`src/rtl/idtq_pkg.sv`:
```
package idtq_pkg;

  typedef logic [2:0] op_t;
  typedef logic [1:0] status_t;

  localparam op_t OP_APPEND_NEXT   = 3'd0;
  localparam op_t OP_APPEND_LOWEST = 3'd1;
  localparam op_t OP_APPEND_GIVEN  = 3'd2;
  localparam op_t OP_GET           = 3'd3;
  localparam op_t OP_REMOVE_ID     = 3'd4;
  localparam op_t OP_REMOVE_HANDLE = 3'd5;
  localparam op_t OP_DEQUEUE       = 3'd6;
  localparam op_t OP_UNDEFINED     = 3'd7;

  localparam status_t ST_OK   = 2'd0;
  localparam status_t ST_MISS = 2'd1;
  localparam status_t ST_FULL = 2'd2;
  localparam status_t ST_BAD  = 2'd3;

  localparam int COUNT_W = 5;

endpackage

```
`src/rtl/idtq_if.sv`:
```
interface idtq_in_if #(
  parameter int ID_WIDTH     = 16,
  parameter int HANDLE_WIDTH = 32
) ();
  import idtq_pkg::*;
  logic                    valid;
  logic                    ready;
  op_t                     operation;
  logic [ID_WIDTH-1:0]     entry_id;
  logic [HANDLE_WIDTH-1:0] handle;
  modport source (output valid, operation, entry_id, handle, input ready);
  modport sink (input valid, operation, entry_id, handle, output ready);
endinterface

interface idtq_out_if #(
  parameter int ID_WIDTH     = 16,
  parameter int HANDLE_WIDTH = 32
) ();
  import idtq_pkg::*;
  logic                    valid;
  logic                    ready;
  status_t                 status;
  logic [ID_WIDTH-1:0]     result_id;
  logic [HANDLE_WIDTH-1:0] result_handle;
  logic [COUNT_W-1:0]      entry_count;
  logic                    cursor_valid;
  logic [ID_WIDTH-1:0]     cursor_id;
  modport source (output valid, status, result_id, result_handle, entry_count,
                  cursor_valid, cursor_id, input ready);
  modport sink (input valid, status, result_id, result_handle, entry_count,
                cursor_valid, cursor_id, output ready);
endinterface

```
`src/rtl/id_tagged_ordered_queue.sv`:
```
// Ordered queue of up to CAPACITY (id, handle) entries with an id allocator and a
// cursor. One request is taken at a time: a scan reads one entry per cycle from the
// entry memory, ending early when a hit is found; S_POST then decides; a removal
// then shifts the later entries down one per cycle; and S_CURS and S_OUT fetch the
// cursor's id into the registered result. The next request is taken only once the
// FSM is back in S_IDLE. in_req.ready is high only between requests; a finished
// result may wait on the output register while the next request is taken.
module id_tagged_ordered_queue #(
  parameter int CAPACITY     = 16,
  parameter int ID_WIDTH     = 16,
  parameter int HANDLE_WIDTH = 32
) (
  input  logic clk,
  input  logic rst_n,
  idtq_in_if.sink    in_req,
  idtq_out_if.source out_rsp
);
  import idtq_pkg::*;

  localparam int AW = (CAPACITY > 1) ? $clog2(CAPACITY) : 1;
  localparam int CW = $clog2(CAPACITY + 1);
  localparam int BW = $clog2(CAPACITY + 2);
  localparam int IW = ID_WIDTH;
  localparam int HW = HANDLE_WIDTH;
  localparam logic [IW-1:0] ID_ALL1 = '1;

  typedef enum logic [2:0] {
    S_IDLE, S_SCAN, S_POST, S_SHIFT, S_CURS, S_OUT
  } state_t;

  state_t state_r, state_nxt;

  logic [IW-1:0] id_mem [CAPACITY];
  logic [HW-1:0] hd_mem [CAPACITY];
  logic [AW-1:0] rd_addr;
  logic [IW-1:0] rd_id_r;
  logic [HW-1:0] rd_h_r;
  logic          we;
  logic [AW-1:0] wa;
  logic [IW-1:0] wd_id;
  logic [HW-1:0] wd_h;

  op_t           op_r, op_nxt;
  logic [IW-1:0] id_r, id_nxt;
  logic [HW-1:0] h_r, h_nxt;
  logic [CW-1:0] idx_r, idx_nxt;
  logic          chk_v_r, chk_v_nxt;
  logic [AW-1:0] chk_idx_r, chk_idx_nxt;
  logic          hit_r, hit_nxt;
  logic [AW-1:0] pos_r, pos_nxt;
  logic [IW-1:0] hit_id_r, hit_id_nxt;
  logic [HW-1:0] hit_h_r, hit_h_nxt;
  logic [CAPACITY:0] used_r, used_nxt;
  logic [CW-1:0] cnt_r, cnt_nxt;
  logic [IW-1:0] nsid_r, nsid_nxt;
  logic [AW-1:0] cur_r, cur_nxt;
  logic          curv_r, curv_nxt;
  status_t       st_r, st_nxt;
  logic [IW-1:0] rid_r, rid_nxt;
  logic [HW-1:0] rh_r, rh_nxt;
  logic [AW-1:0] sh_r, sh_nxt;
  logic          wv_r, wv_nxt;
  logic [AW-1:0] wa_r, wa_nxt;

  logic          out_v_r, out_v_nxt;
  status_t       o_st_r, o_st_nxt;
  logic [IW-1:0] o_rid_r, o_rid_nxt;
  logic [HW-1:0] o_rh_r, o_rh_nxt;
  logic [COUNT_W-1:0] o_cnt_r, o_cnt_nxt;
  logic          o_cv_r, o_cv_nxt;
  logic [IW-1:0] o_cid_r, o_cid_nxt;

  logic [BW-1:0] cand;
  logic [32:0]   cand_w;
  logic [31:0]   cnt_w;
  logic          full;
  logic          match;
  logic [AW-1:0] last;

  always_comb begin
    cand = BW'(CAPACITY);
    for (int k = CAPACITY; k >= 0; k--) begin
      if (!used_r[k]) begin
        cand = BW'(k);
      end
    end
  end

  assign cand_w = 33'(cand);
  assign cnt_w  = 32'(cnt_r);
  assign full   = (cnt_r == CW'(CAPACITY));
  assign last   = AW'(cnt_r - CW'(1));

  always_comb begin
    match = 1'b0;
    case (op_r)
      OP_APPEND_GIVEN, OP_GET, OP_REMOVE_ID: match = (rd_id_r == id_r);
      OP_REMOVE_HANDLE:                      match = (rd_h_r == h_r);
      OP_DEQUEUE:                            match = 1'b1;
      default:                               match = 1'b0;
    endcase
  end

  always_comb begin
    state_nxt   = state_r;
    op_nxt      = op_r;
    id_nxt      = id_r;
    h_nxt       = h_r;
    idx_nxt     = idx_r;
    chk_v_nxt   = 1'b0;
    chk_idx_nxt = chk_idx_r;
    hit_nxt     = hit_r;
    pos_nxt     = pos_r;
    hit_id_nxt  = hit_id_r;
    hit_h_nxt   = hit_h_r;
    used_nxt    = used_r;
    cnt_nxt     = cnt_r;
    nsid_nxt    = nsid_r;
    cur_nxt     = cur_r;
    curv_nxt    = curv_r;
    st_nxt      = st_r;
    rid_nxt     = rid_r;
    rh_nxt      = rh_r;
    sh_nxt      = sh_r;
    wv_nxt      = 1'b0;
    wa_nxt      = wa_r;
    rd_addr     = idx_r[AW-1:0];
    we          = 1'b0;
    wa          = wa_r;
    wd_id       = rd_id_r;
    wd_h        = rd_h_r;
    out_v_nxt   = out_v_r && !out_rsp.ready;
    o_st_nxt    = o_st_r;
    o_rid_nxt   = o_rid_r;
    o_rh_nxt    = o_rh_r;
    o_cnt_nxt   = o_cnt_r;
    o_cv_nxt    = o_cv_r;
    o_cid_nxt   = o_cid_r;

    case (state_r)
      S_IDLE: begin
        if (in_req.valid) begin
          op_nxt    = in_req.operation;
          id_nxt    = in_req.entry_id;
          h_nxt     = in_req.handle;
          idx_nxt   = '0;
          hit_nxt   = 1'b0;
          used_nxt  = '0;
          st_nxt    = ST_MISS;
          rid_nxt   = ID_ALL1;
          rh_nxt    = '0;
          state_nxt = S_SCAN;
        end
      end
      S_SCAN: begin
        if (chk_v_r) begin
          if (op_r == OP_APPEND_LOWEST) begin
            for (int k = 0; k <= CAPACITY; k++) begin
              if (33'(rd_id_r) == 33'(k)) begin
                used_nxt[k] = 1'b1;
              end
            end
          end
          if (match && !hit_r) begin
            hit_nxt    = 1'b1;
            pos_nxt    = chk_idx_r;
            hit_id_nxt = rd_id_r;
            hit_h_nxt  = rd_h_r;
          end
        end
        if (idx_r < cnt_r && !hit_r) begin
          idx_nxt     = idx_r + CW'(1);
          chk_v_nxt   = 1'b1;
          chk_idx_nxt = idx_r[AW-1:0];
        end else if (!chk_v_r) begin
          state_nxt = S_POST;
        end
      end
      S_POST: begin
        state_nxt = S_CURS;
        wa        = cnt_r[AW-1:0];
        wd_h      = h_r;
        case (op_r)
          OP_APPEND_NEXT: begin
            if (full || nsid_r == ID_ALL1) begin
              st_nxt = ST_FULL;
            end else begin
              we       = 1'b1;
              wd_id    = nsid_r;
              nsid_nxt = nsid_r + IW'(1);
              st_nxt   = ST_OK;
              rid_nxt  = nsid_r;
            end
          end
          OP_APPEND_LOWEST: begin
            if (full || cand_w >= 33'(ID_ALL1)) begin
              st_nxt = ST_FULL;
            end else begin
              we      = 1'b1;
              wd_id   = cand_w[IW-1:0];
              st_nxt  = ST_OK;
              rid_nxt = cand_w[IW-1:0];
              if (cand_w[IW-1:0] >= nsid_r) begin
                nsid_nxt = cand_w[IW-1:0] + IW'(1);
              end
            end
          end
          OP_APPEND_GIVEN: begin
            if (id_r == ID_ALL1) begin
              st_nxt = ST_BAD;
            end else if (full) begin
              st_nxt = ST_FULL;
            end else if (hit_r) begin
              st_nxt = ST_BAD;
            end else begin
              we      = 1'b1;
              wd_id   = id_r;
              st_nxt  = ST_OK;
              rid_nxt = id_r;
              if (id_r >= nsid_r) begin
                nsid_nxt = id_r + IW'(1);
              end
            end
          end
          OP_GET: begin
            if (hit_r) begin
              st_nxt  = ST_OK;
              rid_nxt = hit_id_r;
              rh_nxt  = hit_h_r;
            end
          end
          OP_REMOVE_ID, OP_REMOVE_HANDLE, OP_DEQUEUE: begin
            if (hit_r && !(op_r == OP_REMOVE_HANDLE && h_r == '0)) begin
              st_nxt  = ST_OK;
              rid_nxt = hit_id_r;
              rh_nxt  = hit_h_r;
              if (curv_r) begin
                if (cur_r > pos_r) begin
                  cur_nxt = cur_r - AW'(1);
                end else if (cur_r == pos_r && pos_r == last) begin
                  cur_nxt = '0;
                end
              end
              cnt_nxt = cnt_r - CW'(1);
              if (cnt_r == CW'(1)) begin
                curv_nxt = 1'b0;
                cur_nxt  = '0;
              end
              sh_nxt    = pos_r;
              state_nxt = S_SHIFT;
            end
          end
          default: begin
            st_nxt = ST_MISS;
          end
        endcase
        if (we) begin
          cnt_nxt = cnt_r + CW'(1);
          if (!curv_r) begin
            curv_nxt = 1'b1;
            cur_nxt  = '0;
          end
        end
      end
      S_SHIFT: begin
        if (wv_r) begin
          we = 1'b1;
        end
        if (CW'(sh_r) < cnt_r) begin
          rd_addr = sh_r + AW'(1);
          wa_nxt  = sh_r;
          wv_nxt  = 1'b1;
          sh_nxt  = sh_r + AW'(1);
        end else if (!wv_r) begin
          state_nxt = S_CURS;
        end
      end
      S_CURS: begin
        rd_addr   = cur_r;
        state_nxt = S_OUT;
      end
      S_OUT: begin
        rd_addr = cur_r;
        if (!out_v_r || out_rsp.ready) begin
          out_v_nxt = 1'b1;
          o_st_nxt  = st_r;
          o_rid_nxt = rid_r;
          o_rh_nxt  = rh_r;
          o_cnt_nxt = cnt_w[COUNT_W-1:0];
          o_cv_nxt  = curv_r;
          o_cid_nxt = curv_r ? rd_id_r : '0;
          state_nxt = S_IDLE;
        end
      end
      default: begin
        state_nxt = S_IDLE;
      end
    endcase
  end

  always_ff @(posedge clk) begin
    if (we) begin
      id_mem[wa] <= wd_id;
      hd_mem[wa] <= wd_h;
    end
    rd_id_r <= id_mem[rd_addr];
    rd_h_r  <= hd_mem[rd_addr];
  end

  always_ff @(posedge clk) begin
    if (!rst_n) begin
      state_r <= S_IDLE;
      cnt_r   <= '0;
      nsid_r  <= '0;
      cur_r   <= '0;
      curv_r  <= 1'b0;
      chk_v_r <= 1'b0;
      wv_r    <= 1'b0;
      hit_r   <= 1'b0;
      idx_r   <= '0;
      out_v_r <= 1'b0;
    end else begin
      state_r <= state_nxt;
      cnt_r   <= cnt_nxt;
      nsid_r  <= nsid_nxt;
      cur_r   <= cur_nxt;
      curv_r  <= curv_nxt;
      chk_v_r <= chk_v_nxt;
      wv_r    <= wv_nxt;
      hit_r   <= hit_nxt;
      idx_r   <= idx_nxt;
      out_v_r <= out_v_nxt;
    end
    op_r      <= op_nxt;
    id_r      <= id_nxt;
    h_r       <= h_nxt;
    chk_idx_r <= chk_idx_nxt;
    pos_r     <= pos_nxt;
    hit_id_r  <= hit_id_nxt;
    hit_h_r   <= hit_h_nxt;
    used_r    <= used_nxt;
    st_r      <= st_nxt;
    rid_r     <= rid_nxt;
    rh_r      <= rh_nxt;
    sh_r      <= sh_nxt;
    wa_r      <= wa_nxt;
    o_st_r    <= o_st_nxt;
    o_rid_r   <= o_rid_nxt;
    o_rh_r    <= o_rh_nxt;
    o_cnt_r   <= o_cnt_nxt;
    o_cv_r    <= o_cv_nxt;
    o_cid_r   <= o_cid_nxt;
  end

  assign in_req.ready          = (state_r == S_IDLE);
  assign out_rsp.valid         = out_v_r;
  assign out_rsp.status        = o_st_r;
  assign out_rsp.result_id     = o_rid_r;
  assign out_rsp.result_handle = o_rh_r;
  assign out_rsp.entry_count   = o_cnt_r;
  assign out_rsp.cursor_valid  = o_cv_r;
  assign out_rsp.cursor_id     = o_cid_r;

  a_cnt_bound: assert property (@(posedge clk) disable iff (!rst_n)
    cnt_r <= CW'(CAPACITY))
    else $error("entry count above capacity");

  a_cursor_present: assert property (@(posedge clk) disable iff (!rst_n)
    curv_r == (cnt_r != '0))
    else $error("cursor presence disagrees with occupancy");

  a_cursor_range: assert property (@(posedge clk) disable iff (!rst_n)
    curv_r |-> (CW'(cur_r) < cnt_r))
    else $error("cursor beyond last entry");

  a_shift_no_accept: assert property (@(posedge clk) disable iff (!rst_n)
    (state_r == S_SHIFT) |=> !in_req.ready || $past(state_r == S_SHIFT) && !wv_r)
    else $error("request taken while entries still shifting");

endmodule
```
`src/flat_wrapper.sv`:
```
// flat-port wrapper written by rule: the top's interface ports become plain ports
module id_tagged_ordered_queue_flat import idtq_pkg::*;
#(
  parameter int CAPACITY     = 16,
  parameter int ID_WIDTH     = 16,
  parameter int HANDLE_WIDTH = 32
)
  (clk, rst_n, in_req_valid, in_req_operation, in_req_entry_id, in_req_handle, in_req_ready, out_rsp_valid, out_rsp_status, out_rsp_result_id, out_rsp_result_handle, out_rsp_entry_count, out_rsp_cursor_valid, out_rsp_cursor_id, out_rsp_ready);
  idtq_in_if #(.ID_WIDTH(ID_WIDTH), .HANDLE_WIDTH(HANDLE_WIDTH)) in_req_i ();
  idtq_out_if #(.ID_WIDTH(ID_WIDTH), .HANDLE_WIDTH(HANDLE_WIDTH)) out_rsp_i ();
  input  logic clk;
  input  logic rst_n;
  input wire logic [$bits(in_req_i.valid)-1:0] in_req_valid;
  input wire logic [$bits(in_req_i.operation)-1:0] in_req_operation;
  input wire logic [$bits(in_req_i.entry_id)-1:0] in_req_entry_id;
  input wire logic [$bits(in_req_i.handle)-1:0] in_req_handle;
  output wire logic [$bits(in_req_i.ready)-1:0] in_req_ready;
  output wire logic [$bits(out_rsp_i.valid)-1:0] out_rsp_valid;
  output wire logic [$bits(out_rsp_i.status)-1:0] out_rsp_status;
  output wire logic [$bits(out_rsp_i.result_id)-1:0] out_rsp_result_id;
  output wire logic [$bits(out_rsp_i.result_handle)-1:0] out_rsp_result_handle;
  output wire logic [$bits(out_rsp_i.entry_count)-1:0] out_rsp_entry_count;
  output wire logic [$bits(out_rsp_i.cursor_valid)-1:0] out_rsp_cursor_valid;
  output wire logic [$bits(out_rsp_i.cursor_id)-1:0] out_rsp_cursor_id;
  input wire logic [$bits(out_rsp_i.ready)-1:0] out_rsp_ready;
  assign in_req_i.valid = in_req_valid;
  assign in_req_i.operation = in_req_operation;
  assign in_req_i.entry_id = in_req_entry_id;
  assign in_req_i.handle = in_req_handle;
  assign in_req_ready = in_req_i.ready;
  assign out_rsp_valid = out_rsp_i.valid;
  assign out_rsp_status = out_rsp_i.status;
  assign out_rsp_result_id = out_rsp_i.result_id;
  assign out_rsp_result_handle = out_rsp_i.result_handle;
  assign out_rsp_entry_count = out_rsp_i.entry_count;
  assign out_rsp_cursor_valid = out_rsp_i.cursor_valid;
  assign out_rsp_cursor_id = out_rsp_i.cursor_id;
  assign out_rsp_i.ready = out_rsp_ready;
  id_tagged_ordered_queue #(.CAPACITY(CAPACITY), .ID_WIDTH(ID_WIDTH), .HANDLE_WIDTH(HANDLE_WIDTH)) u_core (.clk(clk), .rst_n(rst_n), .in_req(in_req_i), .out_rsp(out_rsp_i));
endmodule
```
`config.mk`:
```
export PLATFORM = sky130hd
export DESIGN_NAME = id_tagged_ordered_queue_flat
export DESIGN_NICKNAME = d
export VERILOG_FILES = /design/src/rtl/idtq_pkg.sv /design/src/rtl/idtq_if.sv /design/src/rtl/id_tagged_ordered_queue.sv /design/src/flat_wrapper.sv
export SDC_FILE = /design/constraint.sdc
export NUM_CORES = 2
export LEC_CHECK = 0
export ABC_CLOCK_PERIOD_IN_PS = 5500
export CORE_MARGIN = 10
export CORE_UTILIZATION = 45
export DETAILED_ROUTE_END_ITERATION = 7
export DONT_BUFFER_PORTS = 1
export PLACE_DENSITY = 0.58
export SETUP_SLACK_MARGIN = 0.4
export SYNTH_ARGS = -nofsm -noshare
export SYNTH_HDL_FRONTEND = slang
export SYNTH_SLANG_ARGS = --single-unit
```
`constraint.sdc`:
```
create_clock -name clk -period 5.5 [get_ports clk]
set_clock_uncertainty 0.2 [all_clocks]
set_input_delay 1.1 -clock clk [delete_from_list [all_inputs] [get_ports clk]]
set_output_delay 1.1 -clock clk [all_outputs]
set_load 0.05 [all_outputs]
```
; Yosys cells after proc, flatten, opt, wreduce, memory -nomap -nowiden
; Memories as Yosys holds them, arrays and structs flattened. A register that Yosys moved wholly into a read port is not among the register bits.
; Cells that the tools add are included.
[classes]
reduce_logical = 58
n_eq_ne = 79
n_mux = 132
magnitude_cmp = 6
addsub = 8
[op_table]
columns = cell, count
row1 = $mux 16, 24
row2 = $eq 16x4->1 const B, 8
row3 = $mux 32, 4
row4 = $pmux 32 s2, 2
row5 = $mux 5, 21
row6 = $pmux 16 s3, 2
row7 = $reduce_and 5->1, 17
row8 = $pmux 16 s5, 1
row9 = $eq 16x3->1 const B, 4
row10 = $pmux 16 s2, 2
row11 = $mux 4, 13
row12 = $ne 2x1->1 const B, 24
row13 = $mux 1, 37
row14 = $add 16x1->16 const B, 2
row15 = $eq 16x16->1 const B, 2
row16 = $eq 16x2->1 const B, 2
row17 = $eq 32x32->1, 1
row18 = $logic_not 32->1, 1
row19 = $mux 3, 8
row20 = $ne 2x2->1 const B, 12
row21 = $ne 3x3->1 const B, 6
row22 = $pmux 3 s6, 1
row23 = $eq 16x1->1 const B, 1
row24 = $eq 16x16->1, 1
row25 = 41 further kinds, 87
[totals]
register_bits = 291
word_cells = 329
ramBits = 768
in_bits = 55
memories = 2
[mem_list]
columns = name, words, word_bits, read_ports, rd_clocked_by_memory_dff, wr, line
row1 = u_core.hd_mem, 16, 32, 1, 1, 1, id_tagged_ordered_queue.sv:34  ; logic [HW-1:0] hd_mem [CAPACITY];
row2 = u_core.id_mem, 16, 16, 1, 1, 1, id_tagged_ordered_queue.sv:33  ; logic [IW-1:0] id_mem [CAPACITY];

; Logic depth before layout (Yosys ltp)
[logic_depth]
word_depth = 24
depth_mapped = 14
mapped_depth_nobuf = 14

; Worst setup path before layout
; OpenSTA, ideal clock, no wires.
[synth_timing]
kind = input to register
start = input port out_rsp_ready
end = register u_core.o_cid_r[0], in the netlist u_core.out_rsp.cursor_id[0], enable pin
cell_stages = 2
slack_ns = 0.638
setup_ns = 0.503
arrival_time_ns = 4.159
cell_sequence = nor2b_1 nor2_1
[synth_between]
elab_chain_cells = 2
[synth_lines]
columns = element, line
row1 = from (decl), flat_wrapper.sv:25  ; input wire logic [$bits(out_rsp_i.ready)-1:0] out_rsp_ready;
row2 = $logic_or 1x1->1, id_tagged_ordered_queue.sv:284  ; if (!out_v_r || out_rsp.ready) begin
row3 = $reduce_and 2->1 (no line), n/a
row4 = to (signal assigned), id_tagged_ordered_queue.sv:352  ; o_cid_r <= o_cid_nxt;
row5 = to (decl), id_tagged_ordered_queue.sv:71  ; logic [IW-1:0] o_cid_r, o_cid_nxt;
; Every way passes these cells.
; A chain may end at the register's enable or synchronous reset.

; Final worst setup path
[layout_timing]
start = register u_core.state_r[1]
end = register u_core.rd_id_r[6] (read register of u_core.id_mem)
[layout_between]
elab_chain_cells = 3
[layout_lines]
columns = element, line
row1 = from (decl), id_tagged_ordered_queue.sv:31  ; state_t state_r, state_nxt;
row2 = from (signal assigned), id_tagged_ordered_queue.sv:323  ; state_r <= state_nxt;
row3 = $eq 3x3->1, id_tagged_ordered_queue.sv:140  ; case (state_r)
row4 = $reduce_or 2->1 (no line), n/a
row5 = $pmux 4 s2 (*), id_tagged_ordered_queue.sv:140
row6 = to (decl), id_tagged_ordered_queue.sv:36  ; logic [IW-1:0] rd_id_r;
; Mark *: on every way between the ends. The rest lies on a longest branch, timed or not.

==> qor.txt <==
residual DRC count: 0
Buf/Inv on CP: 2
worst reg2reg startpoint: u_core.state_r[1]$_SDFFE_PN0P_
final non-filler cell total: 4510
critical path required time: 5.91 ns
hold buffer count at CTS: 0
CTS tree: yes
Final period util: 87.50%
total grt overflow: 0
Clock Sink Count: 1107
# setup viols final: 0
root buffer cell: clkbuf_16
Yosys cell types: 77
mapped cell area: 0.04580 mm^2
leakage: 17.58 nW
Worst Tran Pin Value: 1.272 ns
Critical Path Slowest Stage Cell: dfxtp_2
number of synthesized flops with an enable pin: 1021
post-cts sizing count: 0
worst hold path depth: 0
minimum clock period: 4.812 ns
Final Total Pwr: 19.56 mW
synthesized area per cell: 15.05 um^2
Max-Cap Viols: 0
Post-DRT Antenna Nets: 0
post-layout util: 51.43%
Setup TNS Final: 0 ns
core area: 0.1006 mm^2
hpwl dp: 72770 um
fin. max-slew vios: 0
longest individual stage delay on the worst path: 0.88 ns
Rel. slew slack: 14.60%
Initial Util: 45.54%
number of global-route vias before repair: 26405
CP top delay family: simple AND/OR/NAND/NOR gates
worst skew pair latency: 0.71 ns
DRT Pass-1 Iters: 8
Synth Net Count: 3139
first-pass GRT wire length: 180800 um
Worst Setup End Kind: flop
capturing point of the worst reg2reg path: u_core.rd_id_r[6]$_DFF_P_
TritonCTS Buffers: 114
pwr dens: 378.0 mW/mm^2
leading area contributor after synthesis: edfxtp_1
sequential area share after synthesis: 70.69%
Post-Layout Inst Area: 0.05173 mm^2
clk slew on worst S/H paths: 0.06 ns
status: finished clean
Hold Path Sink: u_core.out_rsp.result_handle[30]$_DFFE_PP_
die span in y: 339.0 um
f_max: 207.8 MHz
GRT Util Overall: 20.92%
Peak VDD IR: 0.2967 mV
asr flop ratio synth: 0%
top post-synthesis cells by area: edfxtp_1 (67%), mux2_2 (4.8%), dfxtp_1 (3.8%)
DRT iter0 DRCs: 2725
worst reg-to-reg path cell count: 9
Worst EP arrival: 5.22 ns
startpoint types: flop
ordered list of cells on the worst path: nor2b_2 > nor4_2 > a22o_1 > a222oi_1 > buf_12 > nor2_4 > buf_4 > a221oi_1 > a211oi_1
unrepaired setup endpoints after global routing: false
Top FF cell, synth: edfxtp_1
IO Port Bufs: 0
worst min-delay path category: flop to flop
Max H-tree Level: 3
row count: 116
die area: 0.1149 mm^2
Max clock buf depth: 3
Mapped Cells: 3044
placed cell count: 4294
Nets: 3148
via count: 26970
Avg WL per Cell: 27.65 um
Final GP Congestion: 0.8604
CP max FO: 55
initial antenna violation count: 7
die width: 339.0 um
hold path start: u_core.rh_r[30]$_SDFFCE_PN0P_
I/O pin count: 129
Setup CP Type: flop to flop
Hold Fails Final Rpt: 0
Synth Register Bits: 1107
internal reg-to-reg setup slack: 0.69 ns
WL final: 124700 um
Inserted Diodes: 0
postcts setup bufs: 0
warnings from Yosys: 0
Area after DPL: 0.04773 mm^2
DR vias/cell: 5.980
Synth top area share: 66.94%
layout cell share with drive strength beyond 1: 19.28%
pin count of the biggest net entering global routing: 93
area grow syn2layout: 12.95%
[worst register-to-register path: cells and delay by family (launching register included)]
kind            cells  cell delay, ns
flops               1            0.88
buf+inv             2            0.91
simple gates        3            1.41
compound gates      4            1.33
[power by group]
| group | internal [mW] | switching, mW |
|---|---|---|
| logic | 0.435 | 0.969 |
| registers | 9.71 | 0.353 |
| clock network | 4.84 | 3.24 |
| total | 15.0 | 4.56 |
[layer usage]
metal,up-vias,track usage [%],part of all wire (%)
met5,-,0,0.018
met4,4,5.146,2.2
met3,204,4.211,7.7
met2,1106,32.50,46
met1,13834,29.91,44
li1,11822,-,-
[layout make-up]
| type | count | area (um^2) |
|---|---|---|
| Multi-Input combinational cell | 1617 | 12280 |
| Sequential cell | 1107 | 32380 |
| Clock buffer | 157 | 3214 |
| Clock inverter | 59 | 784.5 |
| Timing Repair Buffer | 71 | 845.8 |
| Inverter | 142 | 533.0 |
| Tap cell | 1357 | 1698 |
| Fill cell | 8216 | 48850 |
[cells by family (layout without fill, tap and decap cells)]
kind of cell / count (synthesis) / in the layout / synth area share (%)
AND/OR/NAND/NOR: 636 / 636 / 6.914
AO/OA/AOI/OAI: 567 / 567 / 9.555
XOR/XNOR: 78 / 78 / 1.491
buffers and inverters: 320 / 429 / 3.010
adder cells (fa/ha/maj): 40 / 40 / 1.093
multiplexers: 296 / 296 / 7.242
flip-flops: 1107 / 1107 / 70.69
[synth_stat cells (all sizes together), types with 11 or more instances]
master	number
a211oi	60
a21o	12
a21oi	78
a221oi	48
a222oi	11
a22oi	15
a31oi	13
and2	23
and3	39
buf	74
clkbuf	104
dfxtp	86
edfxtp	1021
ha	40
inv	141
mux2	283
mux2i	13
nand2	263
nand2b	14
nand3	37
nand4	33
nor2	93
nor2b	12
nor3	28
nor4	25
o21ai	62
o221a	95
o22ai	98
or3b	47
xnor2	67
xor2	11
[worst max path at each step]
stage | depth (start not counted) | slack [ns] | end | start
after floorplan | 2 | 0.64 | u_core.out_rsp.cursor_id[0]$_SDFFCE_PN0P_ | out_rsp_ready
after global placement | 9 | 0.92 | u_core.rd_id_r[8]$_DFF_P_ | u_core.state_r[1]$_SDFFE_PN0P_
after detailed placement | 9 | 0.73 | u_core.rd_h_r[28]$_DFF_P_ | u_core.state_r[1]$_SDFFE_PN0P_
after CTS | 9 | 0.72 | u_core.rd_id_r[15]$_DFF_P_ | u_core.state_r[1]$_SDFFE_PN0P_
after global routing | 9 | 0.44 | u_core.rd_id_r[15]$_DFF_P_ | u_core.state_r[1]$_SDFFE_PN0P_
final | 9 | 0.69 | u_core.rd_id_r[6]$_DFF_P_ | u_core.state_r[1]$_SDFFE_PN0P_
[state kept, by name, indices dropped and copies added, names as in the netlist, 32 cells and up]
| register | cells |
|---|---|
| u_core.out_rsp.result_handle | 32 |
| u_core.hd_mem | 512 |
| u_core.id_mem | 256 |
| u_core.rd_h_r | 32 |
| u_core.rh_r | 32 |
| u_core.h_r | 32 |
| u_core.hit_h_r | 32 |
[layout by cell type, fill, tap and decap left out, types with 20 or more instances in the layout]
cell / n
buf_4: 46
buf_12: 25
xnor2_1: 67
clkbuf_1: 23
or3b_1: 47
a21oi_1: 74
nor4_1: 22
edfxtp_1: 1021
mux2_1: 86
and2_1: 21
inv_1: 140
dfxtp_1: 85
nor2_1: 72
nor2_4: 20
o21ai_0: 57
nand4_1: 33
and3_1: 38
nand3_1: 35
o22ai_1: 98
a211oi_1: 46
nor3_1: 27
clkbuf_8: 20
a221oi_1: 48
mux2_2: 197
o221a_2: 93
ha_1: 40
clkbuf_16: 114
nand2_1: 262
[stage by stage]
step / worst slack, ns / hold slack (ns)
6_report: 0.6875 / 0.2165
5_1_grt: 0.4442 / 0.2291
4_1_cts: 0.7223 / 0.2192
3_5_place_dp: 0.7308 / 0.2054
3_3_place_gp: 0.9177 / 0.2028
2_1_floorplan: 0.6379 / 0.2003
Power figures use the tool's default switching activity.
